$ cat src/hw/rtl/sibs_pkg.sv
// ----------------------------------------------------------------------------
// sibs_pkg: shared types and constants of the sorted index search core
// Field widths, operation and register codes, and the table entry layout.
// ----------------------------------------------------------------------------
`timescale 1ns / 1ps
`default_nettype none

package sibs_pkg;

  localparam int KEY_W      = 64;
  localparam int KEY_BYTES  = KEY_W / 8;
  localparam int OFFSET_W   = 32;
  localparam int INDEX_W    = 10;
  localparam int KLEN_W     = 4;
  localparam int COUNT_W    = 11;
  localparam int CFG_DATA_W = 11;
  localparam int CFG_IDX_W  = 1;

  // Operation codes carried in the op field of an input word.
  localparam logic OP_LOAD   = 1'b0;
  localparam logic OP_LOOKUP = 1'b1;

  // Configuration register indexes.
  localparam logic [CFG_IDX_W-1:0] CFG_KEY_LENGTH  = 1'b0;
  localparam logic [CFG_IDX_W-1:0] CFG_ENTRY_COUNT = 1'b1;

  localparam logic [KLEN_W-1:0]  KEY_LENGTH_RESET  = 4'd8;
  localparam logic [COUNT_W-1:0] ENTRY_COUNT_RESET = 11'd0;

  typedef struct packed {
    logic [KEY_W-1:0]    key;
    logic [OFFSET_W-1:0] offset;
  } entry_t;

  // Outcome of one masked key compare: stored key equal to or above the target.
  typedef struct packed {
    logic eq;
    logic gt;
  } cmp_res_t;

endpackage

`default_nettype wire

$ cat src/hw/rtl/sibs_cmp.sv
// ----------------------------------------------------------------------------
// sibs_cmp: masked key comparator
// Compares a stored key with the target key over the enabled bytes.
// ----------------------------------------------------------------------------
`timescale 1ns / 1ps
`default_nettype none

module sibs_cmp
  import sibs_pkg::*;
(
  input  wire logic [KEY_W-1:0] have,
  input  wire logic [KEY_W-1:0] want,
  input  wire logic [KEY_W-1:0] mask,
  output cmp_res_t              res
);

  logic [KEY_W-1:0] have_m;
  logic [KEY_W-1:0] want_m;

  assign have_m = have & mask;
  assign want_m = want & mask;
  assign res.eq = (have_m == want_m);
  assign res.gt = (have_m > want_m);

endmodule

`default_nettype wire
$ cat config.mk
export PLATFORM = sky130hd
export DESIGN_NAME = sibs_cmp
export DESIGN_NICKNAME = d
export VERILOG_FILES = /design/src/hw/rtl/sibs_pkg.sv /design/src/hw/rtl/sibs_cmp.sv
export SDC_FILE = /design/constraint.sdc
export NUM_CORES = 1
export LEC_CHECK = 0
export ABC_AREA = 1
export ABC_CLOCK_PERIOD_IN_PS = 1720
export BUFFER_PORTS_ARGS = -buffer_cell sky130_fd_sc_hd__buf_4
export CORE_ASPECT_RATIO = 1.1
export CORE_MARGIN = 2
export CORE_UTILIZATION = 41
export DETAILED_ROUTE_END_ITERATION = 8
export GPL_ROUTABILITY_DRIVEN = 1
export PLACE_DENSITY = 0.92
export SYNTH_ARGS = -nofsm -noshare
export SYNTH_HDL_FRONTEND = slang
export SYNTH_SLANG_ARGS = --single-unit
$ cat constraint.sdc
create_clock -name vclk -period 1.72
set_clock_uncertainty 0.05 [all_clocks]
set_input_delay 0.258 -clock vclk [all_inputs]
set_output_delay 0.258 -clock vclk [all_outputs]
set_load 0.05 [all_outputs]
==> impl_metrics.env <==
export IMPL_fin_crit_sh=1.265
export IMPL_tns_ns=-0.8743
export IMPL_fillCellCount=254
export IMPL_grt_max_degree=4
export IMPL_routed_wl_um=13150
export IMPL_grt_pass1_vias=3368
export IMPL_status="finished, violations left"
export IMPL_hold_slack_ns=1.242
export IMPL_drv_max_cap_violation_count=0
export IMPL_setup_viol_count_final=2
export IMPL_hp_class="primary input to output pin"
export IMPL_synthDominantCellAreaShare=0.3480
export IMPL_ys_types=20
export IMPL_ant_nets=0
export IMPL_violations="setup timing"
export IMPL_total_power_mw=1.385
export IMPL_fmax_mhz=459.4
export IMPL_placed_area_um2=3935
export IMPL_rsz0062_at_grt="yes"
export IMPL_row_count=28
export IMPL_flops_and_latches=0
export IMPL_area_growth_pct=113.3
export IMPL_grt_util_all_layers=0.2603
export IMPL_drt_pass1_iter_count=5
export IMPL_die_h_um=82.57
export IMPL_p_per_area_nw_per_um2=282.3
export IMPL_arrival_ns=1.87
export IMPL_worstHoldStart="want[0]"
export IMPL_setup_slack_ns=-0.4566
export IMPL_drc=0
export IMPL_grt_pass1_wl_um=12890
export IMPL_slew_violations=0
export IMPL_stdcell_area_um2=4908
export IMPL_path_max_fanout=3
export IMPL_layout_nets=888
export IMPL_synth_seq_area_share=0
export IMPL_crit_type="primary input to output pin"
export IMPL_post_route_min_period_ns=2.177
export IMPL_nClkBuffers=0
export IMPL_start_kind="primary input"
export IMPL_cp_startpoint="want[60]"
export IMPL_final_hold_violation_count=0
export IMPL_p_leak_nw=2.769
export IMPL_hold_buffers=0
export IMPL_peakVddDrop_v=0.0001855
export IMPL_dp_hpwl_um=6981
export IMPL_grt_ovfl_total=0
export IMPL_dieArea_um2=6228
export IMPL_syn_nets=685
export IMPL_place_inst=698
export IMPL_syn_inst=429
export IMPL_die_w_um=75.43
export IMPL_wl_per_cell_um=18.65
export IMPL_tightest_slew_ns=0.2785
export IMPL_yosys_warnings=0
export IMPL_num_vias=3913
export IMPL_yosys_area_top_type="ha_1"
export IMPL_antenna_found_initial=0
export IMPL_io_buffers=194
export IMPL_relSlewSlack=0.8124
export IMPL_drt_initial_drc_count=176
export IMPL_routabilityCongestion=0.8489
export IMPL_syn_area_per_cell_um2=5.364
export IMPL_ff_latch_area_um2=0
export IMPL_start_util=0.4265
export IMPL_synth_area_leaders="ha_1, nand2_1, inv_1"
export IMPL_drive_gt1_frac=0.6016
export IMPL_finalNonFillerCells=705
export IMPL_diodes=0
export IMPL_worstPathRequired_ns=1.41
export IMPL_coreArea_um2=5395
export IMPL_pin_count=194
export IMPL_synth_area_um2=2301
export IMPL_end_kind="output pin"
export IMPL_viasPerCell=5.550
layout make-up:
class / instances / area, um^2 / share of cell area
tap: 75 / 93.84 / 0.01912
timing repair buffer: 201 / 1618 / 0.3296
inverter: 84 / 315.3 / 0.06424
multi-input combinational: 345 / 2882 / 0.5870
power breakdown:
part	internal, mW	switching [mW]	leakage (nW)
Combinational	0.721	0.665	2.77
Sequential	0	0	0
Clock	0	0	0
synthesized netlist by cell type:
master,instances
nand2_1,207
inv_1,79
ha_1,64
a21oi_1,24
nor2_1,16
nor2_2,7
nand3_1,6
inv_2,5
nand2_2,4
a21o_1,3
o21ai_0,3
nand3_2,2
nor2_4,2
and2b_1,1
nand4_1,1
nor3_1,1
nor3_2,1
o21a_1,1
o21ai_1,1
o21bai_1,1
placed cells by master, fill, tap and decap left out:
cell and n:
nor2_2 7, buf_4 173, buf_8 1, nor2_1 9, a21o_1 3, nand2_4 11
nand2_1 152, ha_4 47, o21ai_0 2, inv_2 41, ha_1 17, o21bai_1 1
and2b_1 1, o21a_1 1, nand2_2 48, nand3_1 3, a21oi_2 8, nand3_2 5
nand4_1 1, nor3_4 2, nor2_4 9, a21oi_1 16, inv_1 43, o21ai_1 2
buf_6 27
routing by layer:
metal | routed length, um | track usage | up-vias | share of wire
li1 | - | - | 1721 | -
met1 | 3965 | 0.2182 | 1749 | 0.30
met2 | 6870 | 0.5670 | 319 | 0.52
met3 | 1095 | 0.03398 | 124 | 0.083
met4 | 1215 | 0.1211 | 0 | 0.092
met5 | 0 | 0 | - | 0
path summary, 6_finish.rpt:
check | endpoint | slack, ns | depth (start not counted)
hold / removal | res[1] | 1.24 | 9
setup / recovery | res[0] | -0.46 | 14
cells by family (layout without fill, tap and decap cells):
logic type	count (synthesis)	after routing	share of synthesized area
AO/OA/AOI/OAI	33	33	0.07722
adder cells (fa/ha/maj)	64	64	0.3480
buffers and inverters	84	285	0.1370
AND/OR/NAND/NOR	248	248	0.4377
what timing repair did:
action	4_1_cts	5_1_grt
pin swaps	50	81
endpoints found under the hold margin	0	0
setup endpoints to repair	2	2
cloned	0	0
gates resized for setup	71	120
buffers inserted	2	5
worst max-delay path: stages:
cell and delay [ns]:
buf_4 0.08, nand2_1 0.11, ha_4 0.31, nand2_4 0.06
nor2_4 0.16, nand3_2 0.12, nor2_2 0.16, nand2_2 0.08
nor2_2 0.08, nand2_1 0.05, nand2_1 0.06, nor2_2 0.05
nor2_4 0.11, buf_8 0.15
stage by stage:
| stage | util | setup WS, ns |
|---|---|---|
| after floorplan | - | -0.3478 |
| after global placement | 0.7294 | -0.3608 |
| after detailed placement | 0.7294 | -0.4006 |
| after CTS | 0.8036 | -0.3012 |
| after global routing | 0.9098 | -0.5221 |
| final | 0.9098 | -0.4566 |
Power figures use the tool's default switching activity.
